===== src/sv/tsmc_pkg.sv =====
// Shared types and constants for the transport-synced MIDI clock block.
// Used by the divider, the datapath, the controller and the top level.
// No dependencies.
package tsmc_pkg;

  // Block geometry
  localparam int MAX_BLOCK         = 32;
  localparam int TICKS_PER_QUARTER = 24;
  localparam int RATE_W            = 18;
  localparam int DIVD_W            = 72;   // divider dividend / quotient width
  localparam int DIVS_W            = 56;   // divider divisor width
  localparam int DIV_STEPS         = 72;
  localparam int DIV_CNT_W         = 7;

  localparam logic [RATE_W-1:0] RATE_RESET = 18'd48000;
  localparam logic [55:0] PHASE_MAX  = 56'hFF_FFFF_FFFF_FFFF;
  localparam logic [55:0] ONE_SAMPLE = 56'h00_0001_0000_0000;
  localparam logic [56:0] OFFSET_EPS = 57'd429;

  // MIDI real-time and song position status bytes
  localparam logic [7:0] MIDI_CLOCK    = 8'hF8;
  localparam logic [7:0] MIDI_START    = 8'hFA;
  localparam logic [7:0] MIDI_CONTINUE = 8'hFB;
  localparam logic [7:0] MIDI_STOP     = 8'hFC;
  localparam logic [7:0] MIDI_SPP      = 8'hF2;

  typedef enum logic [2:0] {
    EV_STOP,
    EV_START,
    EV_SPP,
    EV_CONT,
    EV_CLOCK
  } ev_kind_t;

  typedef enum logic [3:0] {
    S_IDLE,
    S_DECODE,
    S_STOP_IDLE,
    S_DIV_SPC,
    S_SPC,
    S_FRAC_GO,
    S_DIV_FRAC,
    S_DRIFT,
    S_STOP_DRIFT,
    S_START,
    S_MUL_LO,
    S_MUL_ADD,
    S_ANNOUNCE,
    S_CONT,
    S_TICK
  } state_t;

  // Controller to datapath
  typedef struct packed {
    logic     load_in;
    logic     hold_tempo;
    logic     div_start;
    logic     div_frac;     // 0: clock period, 1: tick fraction
    logic     spc_load;
    logic     set_run;
    logic     clr_run;
    logic     start_init;
    logic     mul_hi;
    logic     mul_lo;
    logic     mul_add;
    logic     phase_wrap;
    logic     emit;
    ev_kind_t ev_kind;
    logic     ev_last;
  } cmd_t;

  // Datapath to controller
  typedef struct packed {
    logic playing;
    logic running;
    logic zero_work;
    logic tempo_avail;
    logic known;
    logic div_busy;
    logic drift_stop;
    logic pos_pos;
    logic pending;
    logic last_tick;
    logic slot_free;
  } status_t;

endpackage


===== src/sv/tsmc_div.sv =====
// Restoring radix-2 divider, one quotient bit per cycle.
// Serves the clock-period and tick-fraction divisions. Depends on tsmc_pkg.
module tsmc_div
  import tsmc_pkg::*;
(
  input  logic              clk,
  input  logic              rst_n,
  input  logic              start,
  input  logic [DIVD_W-1:0] dividend,
  input  logic [DIVS_W-1:0] divisor,
  output logic              busy,
  output logic [DIVD_W-1:0] quotient
);

  logic [DIVS_W-1:0]    rem_r, rem_nxt;
  logic [DIVD_W-1:0]    dq_r, dq_nxt;
  logic [DIVS_W-1:0]    dvs_r;
  logic [DIV_CNT_W-1:0] cnt_r;
  logic                 busy_r;
  logic [DIVS_W:0]      shifted;
  logic [DIVS_W+1:0]    trial;
  logic                 ge;

  // One shift-subtract step
  always_comb begin
    shifted = {rem_r, dq_r[DIVD_W-1]};
    trial   = {1'b0, shifted} - {2'b00, dvs_r};
    ge      = ~trial[DIVS_W+1];
    rem_nxt = ge ? trial[DIVS_W-1:0] : shifted[DIVS_W-1:0];
    dq_nxt  = {dq_r[DIVD_W-2:0], ge};
  end

  // Control: step counter and busy flag
  always_ff @(posedge clk) begin
    if (!rst_n) begin
      busy_r <= 1'b0;
      cnt_r  <= '0;
    end else if (start) begin
      busy_r <= 1'b1;
      cnt_r  <= DIV_CNT_W'(DIV_STEPS - 1);
    end else if (busy_r) begin
      cnt_r <= cnt_r - 1'b1;
      if (cnt_r == '0) busy_r <= 1'b0;
    end
  end

  // Payload
  always_ff @(posedge clk) begin
    if (start) begin
      rem_r <= '0;
      dq_r  <= dividend;
      dvs_r <= divisor;
    end else if (busy_r) begin
      rem_r <= rem_nxt;
      dq_r  <= dq_nxt;
    end
  end

  assign busy     = busy_r;
  assign quotient = dq_r;

endmodule


===== src/sv/tsmc_dp.sv =====
// Datapath: input latch, rate/tempo/phase state, divider, multiplier and
// output register. Depends on tsmc_pkg and tsmc_div.
module tsmc_dp
  import tsmc_pkg::*;
(
  input  logic              clk,
  input  logic              rst_n,
  input  cmd_t              cmd,
  output status_t           st,
  input  logic              cfg_we,
  input  logic [RATE_W-1:0] cfg_wdata,
  input  logic [95:0]       in_tdata,
  output logic [31:0]       out_tdata,
  output logic              out_tlast,
  output logic              out_tvalid,
  input  logic              out_tready
);

  // Latched input transaction
  logic        playing_r, tvalid_r, known_r;
  logic [31:0] tempo_r;
  logic [47:0] pos_r;
  logic [5:0]  count_r;

  // Block state
  logic [RATE_W-1:0] rate_r;
  logic              running_r;
  logic [31:0]       held_r;
  logic [47:0]       nt_r;
  logic [55:0]       s_r;
  logic [55:0]       spc_r;
  logic [47:0]       prod_r;

  // Output register
  logic        ovalid_r, olast_r;
  logic [26:0] odata_r;

  // Divider hookup
  logic [DIVD_W-1:0] div_dividend, div_q;
  logic [DIVS_W-1:0] div_divisor;
  logic              div_busy;

  logic [35:0]        limit;
  logic               tempo_ok;
  logic [31:0]        eff_tempo;
  logic [5:0]         cnt, cnt_m1;
  logic [47:0]        pos_eff;
  logic signed [52:0] pos53, ppq;
  logic [15:0]        diff16;
  logic [53:0]        ntsum;
  logic [47:0]        nt_new;
  logic signed [63:0] drift;
  logic [55:0]        spc_val;
  logic [31:0]        mul_b;
  logic [47:0]        prod;
  logic [56:0]        acc_sum, adv_sum, off_sum;
  logic [55:0]        s_adv, cnt_sh;
  logic [24:0]        off_raw;
  logic [5:0]         off;
  logic [7:0]         ev_status;
  logic [6:0]         ev_lo, ev_hi;
  logic [4:0]         ev_off;
  logic               ev_last;

  tsmc_div u_div (
    .clk      (clk),
    .rst_n    (rst_n),
    .start    (cmd.div_start),
    .dividend (div_dividend),
    .divisor  (div_divisor),
    .busy     (div_busy),
    .quotient (div_q)
  );

  // Tempo check and clock period numerator (rate * 60 * 65536 / 24)
  always_comb begin
    limit     = ({18'd0, rate_r} << 15) + ({18'd0, rate_r} << 17);
    tempo_ok  = tvalid_r && (tempo_r != 32'd0) && ({4'd0, tempo_r} <= limit);
    eff_tempo = tempo_ok ? tempo_r : held_r;
    cnt       = (count_r > 6'(MAX_BLOCK)) ? 6'(MAX_BLOCK) : count_r;
    cnt_m1    = cnt - 6'd1;
    cnt_sh    = {18'd0, cnt, 32'd0};
  end

  // Position in Q.16 ticks and start alignment
  always_comb begin
    pos_eff = known_r ? pos_r : 48'd0;
    pos53   = {{5{pos_eff[47]}}, pos_eff};
    ppq     = (pos53 <<< 4) + (pos53 <<< 3);
    diff16  = 16'd0 - ppq[15:0];
    ntsum   = {ppq[52], ppq} + 54'd65535;
    nt_new  = {{10{ntsum[53]}}, ntsum[53:16]};
    drift   = {{11{ppq[52]}}, ppq} + {24'd0, div_q[39:0]} - {nt_r, 16'd0};
  end

  // Divider operand select and period saturation
  always_comb begin
    if (cmd.div_frac) begin
      div_dividend = {s_r, 16'd0};
      div_divisor  = spc_r;
    end else begin
      div_dividend = {4'd0, limit, 32'd0};
      div_divisor  = {24'd0, eff_tempo};
    end
    if (|div_q[DIVD_W-1:56])           spc_val = PHASE_MAX;
    else if (div_q[55:0] < ONE_SAMPLE) spc_val = ONE_SAMPLE;
    else                               spc_val = div_q[55:0];
  end

  // Start phase multiplier, high then low half of the period
  always_comb begin
    mul_b   = cmd.mul_hi ? {8'd0, spc_r[55:32]} : spc_r[31:0];
    prod    = 48'(diff16 * mul_b);
    acc_sum = {1'b0, s_r} + {25'd0, prod_r[47:16]};
  end

  // Clock placement
  always_comb begin
    adv_sum = {1'b0, s_r} + {1'b0, spc_r};
    s_adv   = adv_sum[56] ? PHASE_MAX : adv_sum[55:0];
    off_sum = {1'b0, s_r} - OFFSET_EPS + 57'hFFFF_FFFF;
    off_raw = (s_r <= OFFSET_EPS[55:0]) ? 25'd0 : off_sum[56:32];
    off     = (off_raw > {19'd0, cnt_m1}) ? cnt_m1 : off_raw[5:0];
  end

  // Event formatting
  always_comb begin
    ev_lo   = 7'd0;
    ev_hi   = 7'd0;
    ev_off  = 5'd0;
    ev_last = cmd.ev_last;
    case (cmd.ev_kind)
      EV_STOP:  ev_status = MIDI_STOP;
      EV_START: ev_status = MIDI_START;
      EV_SPP: begin
        ev_status = MIDI_SPP;
        ev_lo     = pos_eff[20:14];
        ev_hi     = pos_eff[27:21];
      end
      EV_CONT:  ev_status = MIDI_CONTINUE;
      EV_CLOCK: begin
        ev_status = MIDI_CLOCK;
        ev_off    = off[4:0];
        ev_last   = st.last_tick;
      end
      default:  ev_status = MIDI_STOP;
    endcase
  end

  // Input latch
  always_ff @(posedge clk) begin
    if (cmd.load_in) begin
      playing_r <= in_tdata[0];
      tempo_r   <= in_tdata[32:1];
      tvalid_r  <= in_tdata[33];
      pos_r     <= in_tdata[81:34];
      known_r   <= in_tdata[82];
      count_r   <= in_tdata[88:83];
    end
  end

  // Rate register and transport state
  always_ff @(posedge clk) begin
    if (!rst_n) begin
      rate_r    <= RATE_RESET;
      running_r <= 1'b0;
      held_r    <= '0;
      nt_r      <= '0;
      s_r       <= '0;
    end else begin
      if (cfg_we) rate_r <= cfg_wdata;
      if (cmd.set_run)      running_r <= 1'b1;
      else if (cmd.clr_run) running_r <= 1'b0;
      if (cmd.hold_tempo && tempo_ok) held_r <= tempo_r;
      if (cmd.start_init) nt_r <= nt_new;
      else if (cmd.emit && cmd.ev_kind == EV_CLOCK) nt_r <= nt_r + 48'd1;
      if (cmd.mul_lo)       s_r <= {prod_r[39:0], 16'd0};
      else if (cmd.mul_add) s_r <= acc_sum[56] ? PHASE_MAX : acc_sum[55:0];
      else if (cmd.emit && cmd.ev_kind == EV_CLOCK) s_r <= s_adv;
      else if (cmd.phase_wrap) s_r <= s_r - cnt_sh;
    end
  end

  // Period and product registers
  always_ff @(posedge clk) begin
    if (cmd.spc_load) spc_r <= spc_val;
    if (cmd.mul_hi || cmd.mul_lo) prod_r <= prod;
  end

  // Output register
  always_ff @(posedge clk) begin
    if (!rst_n) begin
      ovalid_r <= 1'b0;
    end else if (cmd.emit) begin
      ovalid_r <= 1'b1;
    end else if (out_tready) begin
      ovalid_r <= 1'b0;
    end
  end

  always_ff @(posedge clk) begin
    if (cmd.emit) begin
      odata_r <= {ev_off, ev_hi, ev_lo, ev_status};
      olast_r <= ev_last;
    end
  end

  assign out_tvalid = ovalid_r;
  assign out_tdata  = {5'd0, odata_r};
  assign out_tlast  = olast_r;

  // Status to controller
  always_comb begin
    st.playing     = playing_r;
    st.running     = running_r;
    st.zero_work   = (count_r == 6'd0) || (rate_r == '0);
    st.tempo_avail = (eff_tempo != 32'd0);
    st.known       = known_r;
    st.div_busy    = div_busy;
    st.drift_stop  = (drift >= (64'sd1 * TICKS_PER_QUARTER) <<< 16) ||
                     (drift <= -((64'sd1 * TICKS_PER_QUARTER) <<< 16));
    st.pos_pos     = $signed(pos_eff) > 48'sd0;
    st.pending     = s_r < cnt_sh;
    st.last_tick   = s_adv >= cnt_sh;
    st.slot_free   = ~ovalid_r | out_tready;
  end

endmodule


===== src/sv/tsmc_ctrl.sv =====
// Controller state machine: sequences divisions, alignment and event output.
// Depends on tsmc_pkg.
module tsmc_ctrl
  import tsmc_pkg::*;
(
  input  logic    clk,
  input  logic    rst_n,
  input  logic    in_tvalid,
  output logic    in_tready,
  input  status_t st,
  output cmd_t    cmd
);

  state_t state_r, state_nxt;

  always_ff @(posedge clk) begin
    if (!rst_n) state_r <= S_IDLE;
    else        state_r <= state_nxt;
  end

  always_comb begin
    state_nxt = state_r;
    cmd       = '0;
    in_tready = 1'b0;
    case (state_r)
      S_IDLE: begin
        in_tready = 1'b1;
        if (in_tvalid) begin
          cmd.load_in = 1'b1;
          state_nxt   = S_DECODE;
        end
      end
      S_DECODE: begin
        if (!st.playing) begin
          state_nxt = st.running ? S_STOP_IDLE : S_IDLE;
        end else if (st.zero_work) begin
          state_nxt = S_IDLE;
        end else begin
          cmd.hold_tempo = 1'b1;
          if (st.tempo_avail) begin
            cmd.div_start = 1'b1;
            state_nxt     = S_DIV_SPC;
          end else begin
            state_nxt = S_IDLE;
          end
        end
      end
      S_STOP_IDLE: begin
        if (st.slot_free) begin
          cmd.emit    = 1'b1;
          cmd.ev_kind = EV_STOP;
          cmd.ev_last = 1'b1;
          cmd.clr_run = 1'b1;
          state_nxt   = S_IDLE;
        end
      end
      S_DIV_SPC: begin
        if (!st.div_busy) state_nxt = S_SPC;
      end
      S_SPC: begin
        cmd.spc_load = 1'b1;
        if (st.running && st.known) state_nxt = S_FRAC_GO;
        else if (st.running)        state_nxt = S_TICK;
        else                        state_nxt = S_START;
      end
      S_FRAC_GO: begin
        cmd.div_frac  = 1'b1;
        cmd.div_start = 1'b1;
        state_nxt     = S_DIV_FRAC;
      end
      S_DIV_FRAC: begin
        if (!st.div_busy) state_nxt = S_DRIFT;
      end
      S_DRIFT: begin
        state_nxt = st.drift_stop ? S_STOP_DRIFT : S_TICK;
      end
      S_STOP_DRIFT: begin
        if (st.slot_free) begin
          cmd.emit    = 1'b1;
          cmd.ev_kind = EV_STOP;
          cmd.clr_run = 1'b1;
          state_nxt   = S_START;
        end
      end
      // Re-align: tick index, run flag, first product of the start phase
      S_START: begin
        cmd.start_init = 1'b1;
        cmd.set_run    = 1'b1;
        cmd.mul_hi     = 1'b1;
        state_nxt      = S_MUL_LO;
      end
      S_MUL_LO: begin
        cmd.mul_lo = 1'b1;
        state_nxt  = S_MUL_ADD;
      end
      S_MUL_ADD: begin
        cmd.mul_add = 1'b1;
        state_nxt   = S_ANNOUNCE;
      end
      S_ANNOUNCE: begin
        if (st.slot_free) begin
          cmd.emit = 1'b1;
          if (st.pos_pos) begin
            cmd.ev_kind = EV_SPP;
            state_nxt   = S_CONT;
          end else begin
            cmd.ev_kind = EV_START;
            cmd.ev_last = ~st.pending;
            state_nxt   = S_TICK;
          end
        end
      end
      S_CONT: begin
        if (st.slot_free) begin
          cmd.emit    = 1'b1;
          cmd.ev_kind = EV_CONT;
          cmd.ev_last = ~st.pending;
          state_nxt   = S_TICK;
        end
      end
      // One clock per cycle while the phase lies inside the block and the output slot is free
      S_TICK: begin
        if (st.pending) begin
          if (st.slot_free) begin
            cmd.emit    = 1'b1;
            cmd.ev_kind = EV_CLOCK;
            cmd.ev_last = st.last_tick;
          end
        end else begin
          cmd.phase_wrap = 1'b1;
          state_nxt      = S_IDLE;
        end
      end
      default: state_nxt = S_IDLE;
    endcase
  end

endmodule


===== src/sv/transport_synced_midi_clock_top.sv =====
// Top level of the transport-synced MIDI clock generator (24 per quarter).
// Joins the controller and the datapath. Depends on tsmc_pkg, tsmc_ctrl and tsmc_dp.
//
// Usage: one transaction on the in_ channel carries the transport report of
// one audio block. The block answers with zero to 35 MIDI events
// on the out_ channel; out_tlast marks the final event of a report.
// The sample rate is set through cfg_we/cfg_wdata; the user must write it only
// while no report is in flight (the block does not enforce this). It resets to 48000.
// Timing: a playing report runs the clock-period division, 72 steps in a
// shared radix-2 divider, after accept and decode and before the period load.
// A drift check adds the tick-fraction division on the same divider; a start or
// restart adds the alignment states S_START, S_MUL_LO and S_MUL_ADD; the events
// follow, then the closing phase update. Stopped, empty or tempo-less reports
// return to idle after decode, through a Stop event where one is due.
// in_tready is high only between reports.
// Reset: synchronous active-low rst_n stops the transport, clears the held
// tempo, tick index and phase, and empties the output register.
// Backpressure: events sit in a single output register; when out_tready is
// low the sequencer holds until the register frees up, losing nothing.
module transport_synced_midi_clock_top
  import tsmc_pkg::*;
(
  input  logic              clk,
  input  logic              rst_n,
  // Configuration: sample_rate_hz
  input  logic              cfg_we,
  input  logic [RATE_W-1:0] cfg_wdata,
  // in_tdata: playing[0], tempo[32:1], tempo_valid[33], position[81:34],
  //           position_known[82], sample_count[88:83], zero fill above
  input  logic              in_tvalid,
  output logic              in_tready,
  input  logic [95:0]       in_tdata,
  // out_tdata: status_byte[7:0], data_low[14:8], data_high[21:15],
  //            sample_offset[26:22], zero fill above
  output logic              out_tvalid,
  input  logic              out_tready,
  output logic [31:0]       out_tdata,
  output logic              out_tlast
);

  cmd_t    cmd;
  status_t st;

  tsmc_ctrl u_ctrl (
    .clk       (clk),
    .rst_n     (rst_n),
    .in_tvalid (in_tvalid),
    .in_tready (in_tready),
    .st        (st),
    .cmd       (cmd)
  );

  tsmc_dp u_dp (
    .clk        (clk),
    .rst_n      (rst_n),
    .cmd        (cmd),
    .st         (st),
    .cfg_we     (cfg_we),
    .cfg_wdata  (cfg_wdata),
    .in_tdata   (in_tdata),
    .out_tdata  (out_tdata),
    .out_tlast  (out_tlast),
    .out_tvalid (out_tvalid),
    .out_tready (out_tready)
  );

endmodule


===== config.mk =====
export PLATFORM = sky130hd
export DESIGN_NAME = transport_synced_midi_clock_top
export DESIGN_NICKNAME = d
export VERILOG_FILES = /design/src/sv/tsmc_pkg.sv /design/src/sv/tsmc_div.sv /design/src/sv/tsmc_dp.sv /design/src/sv/tsmc_ctrl.sv /design/src/sv/transport_synced_midi_clock_top.sv
export SDC_FILE = /design/constraint.sdc
export NUM_CORES = 2
export LEC_CHECK = 0
export BUFFER_PORTS_ARGS = -buffer_cell sky130_fd_sc_hd__buf_2
export CAP_MARGIN = 20
export CORE_AREA = 2 2 327 459
export DETAILED_ROUTE_END_ITERATION = 10
export DIE_AREA = 0 0 329 461
export PLACE_DENSITY = 0.52
export SETUP_SLACK_MARGIN = 0.1
export SLEW_MARGIN = 30
export SYNTH_ARGS = -nofsm -noshare
export SYNTH_HDL_FRONTEND = slang
export SYNTH_SLANG_ARGS = --single-unit
export TNS_END_PERCENT = 10

===== constraint.sdc =====
create_clock -name clk -period 13.55 [get_ports clk]
set_input_delay 4.065 -clock clk [delete_from_list [all_inputs] [get_ports clk]]
set_output_delay 4.065 -clock clk [all_outputs]
set_load 0.1 [all_outputs]

==> run summary <==
Status: completed
Synth Warn #: 0
Nets: 7,904
Sink Count: 566
CTS max path bufs: 3
H-tree levels: 3
Clk Latency, worst-skew pair: 690 ps
Setup TNS Final: 0 ps
RSZ-0062 raised after global routing: false
Reg clk slew, reported paths: 60 ps
Fraction of registers with async set/reset: 0
Seq/Total Area, Yosys: 0.251
TritonCTS clock tree: yes
Via-to-Cell Ratio: 5.85
Slew margin rel.: 0.281
Initial Util: 0.398
Crit end category: flop
EDFF count, synth: 342
Post-synth top area share: 0.175
Initial antenna violation count: 4
Worst path required time: 13,930 ps
Post-route ant nets: 0
Most common cell after layout, fill and taps aside: nand2_1
DIE HEIGHT: 461 um
Vias: 52,500
Initial DRC Count: 4,081
Max Cap Viol: 0
Area leader, netlist: edfxtp_1
Post-synthesis cell area: 58,700 um2
Data arrival, critical path: 12,090 ps
Ys flop type: edfxtp_1
Syn Inst Count: 7,001
Syn_area_per_cell: 8.38 um2
Yosys reg bits: 566
Final Slew Violations: 0
Max Freq: 85.4 MHz
Final GP Congestion: 1.02
Highest-delay cell along the critical path: a2111oi_0
DR pass1 iterations: 7
Drt drc: 0
Drt wl/cell: 24.7 um
Post_cts resized: 0
GR Overflow Total: 0
Post-synth cell types: 121
Port-buffer cells: 137
Hpwl dp: 175,000 um
Cell Rows: 167
Vias in the first global route: 52,600
Worst Tran Pin Value: 1070 ps
Crit-path most repeated cell: fa_1
Kind of critical path: flop to flop
Post-CTS setup buffer count: 0
Hold WC Path Type: flop to flop
Tcrit/Tclk final: 0.864
CTS buffer count: 68
Root Driver: clkbuf_16
Routed WL: 221,000 um
Area Overhead vs Synth: 8.88%
Largest net degree at the start of global routing: 93
Worst-path fanout max: 19
Die ar.: 152,000 um2
IO Count: 154
Final hold violation count: 0
Final Setup Violations: 0
Ratio of cells with drive above 1 in the final layout: 0.0683
Crit start category: flop
Hold_buf cts: 0
Critical Path Max Stage Delay: 750 ps
Die width: 329 um
Core box area: 147,000 um2
Final clock skew: 55.0 ps
Top cells by area, synth: edfxtp_1, fa_1, ha_1, dfxtp_1, nand2_1
GRT Overall Usage: 0.289
Most frequent cells in the layout: nand2_1, nor2_1, inv_1
First-pass GRT wire length: 330,000 um
Fin crit period: 11,710 ps
## sequential cells by signal, summed over array words and instances (netlist names), 32 cells and up
signal	cells
u_dp.tempo_r	32
u_dp.s_r	56
u_dp.prod_r	45
u_dp.u_div.quotient	72
u_dp.spc_r	56
u_dp.held_r	32
u_dp.pos_r	48
u_dp.u_div.rem_r	56
u_dp.u_div.dvs_r	56
u_dp.nt_r	48
## path summary, 6_finish.rpt
| kind | startpoint | end | slack (ps) | cells after the start |
|---|---|---|---|---|
| max | u_dp.known_r$_DFFE_PP_ | u_dp.prod_r[44]$_DFFE_PP_ | 1840 | 32 |
| min | u_dp.u_div.rem_r[55]$_SDFFE_PP0P_ | u_dp.u_div.rem_r[55]$_SDFFE_PP0P_ | 490 | 2 |
| max reg2reg | u_dp.known_r$_DFFE_PP_ | u_dp.prod_r[44]$_DFFE_PP_ | 1840 | 32 |
| min reg2reg | u_dp.u_div.rem_r[55]$_SDFFE_PP0P_ | u_dp.u_div.rem_r[55]$_SDFFE_PP0P_ | 490 | 2 |
## layout make-up
type,instances,area [um2]
clock buffer,78,1770
timing repair buffer,237,1490
tap,1943,2430
inverter,563,2120
multi-input combinational,5537,40700
sequential,566,14800
fill,14800,83400
antenna,2,5.00
clock inverter,47,674
## routing by layer
metal | vias to the layer above | GRT usage | routed length (um)
li1 | 24700 | - | -
met1 | 25700 | 0.338 | 86800
met2 | 1621 | 0.493 | 106000
met3 | 582 | 0.0403 | 12100
met4 | 4 | 0.188 | 16700
met5 | - | 0 | 24
## stage by stage
stage          worst slack (ps)  std cells  hold slack, ps   util  area (um2)
2_1_floorplan              3270       7008             463      -       58700
3_3_place_gp               2060       8843             480  0.416       61400
5_1_grt                    1050       8971             511  0.434       63900
3_5_place_dp               1900       8844             480  0.417       61400
4_1_cts                    1800       8969             488  0.433       63800
6_report                   1840       8973             486  0.434       63900
## cells by family after synthesis
logic type               synth area share
AND/OR/NAND/NOR                     0.192
AO/OA/AOI/OAI                       0.192
buffers and inverters              0.0597
adder cells (fa/ha/maj)             0.216
flip-flops                          0.251
XOR/XNOR                           0.0599
multiplexers                       0.0292
other                            0.000128
## worst max-delay path, delay by kind of cell, from the launching register on
| kind | cells | cell delay (ps) |
|---|---|---|
| and+or+nand+nor | 7 | 2220 |
| AOI/OAI and AO/OA | 12 | 3740 |
| xor gates and xnor gates | 1 | 100 |
| DFF | 1 | 680 |
| adders and majority gates | 8 | 3420 |
| muxes | 1 | 450 |
| buffers and inverters | 3 | 780 |
## synth_stat cells (all sizes together), types with 56 or more instances
master	number
nor4	72
o21ai	436
nand2b	68
ha	475
a211oi	71
o21a	56
xnor2	271
dfxtp	224
edfxtp	342
nand4	97
clkbuf	291
nand3	159
o21bai	61
inv	562
nor2	575
and3	85
xor2	128
a21oi	535
a31oi	77
nor2b	58
mux2i	167
a21o	189
nand2	834
fa	337
and2	88
nor3	148
Power is left out: the tool's default activity adds up to more than one toggle a clock period on the data nets, which glitch-free logic cannot reach.
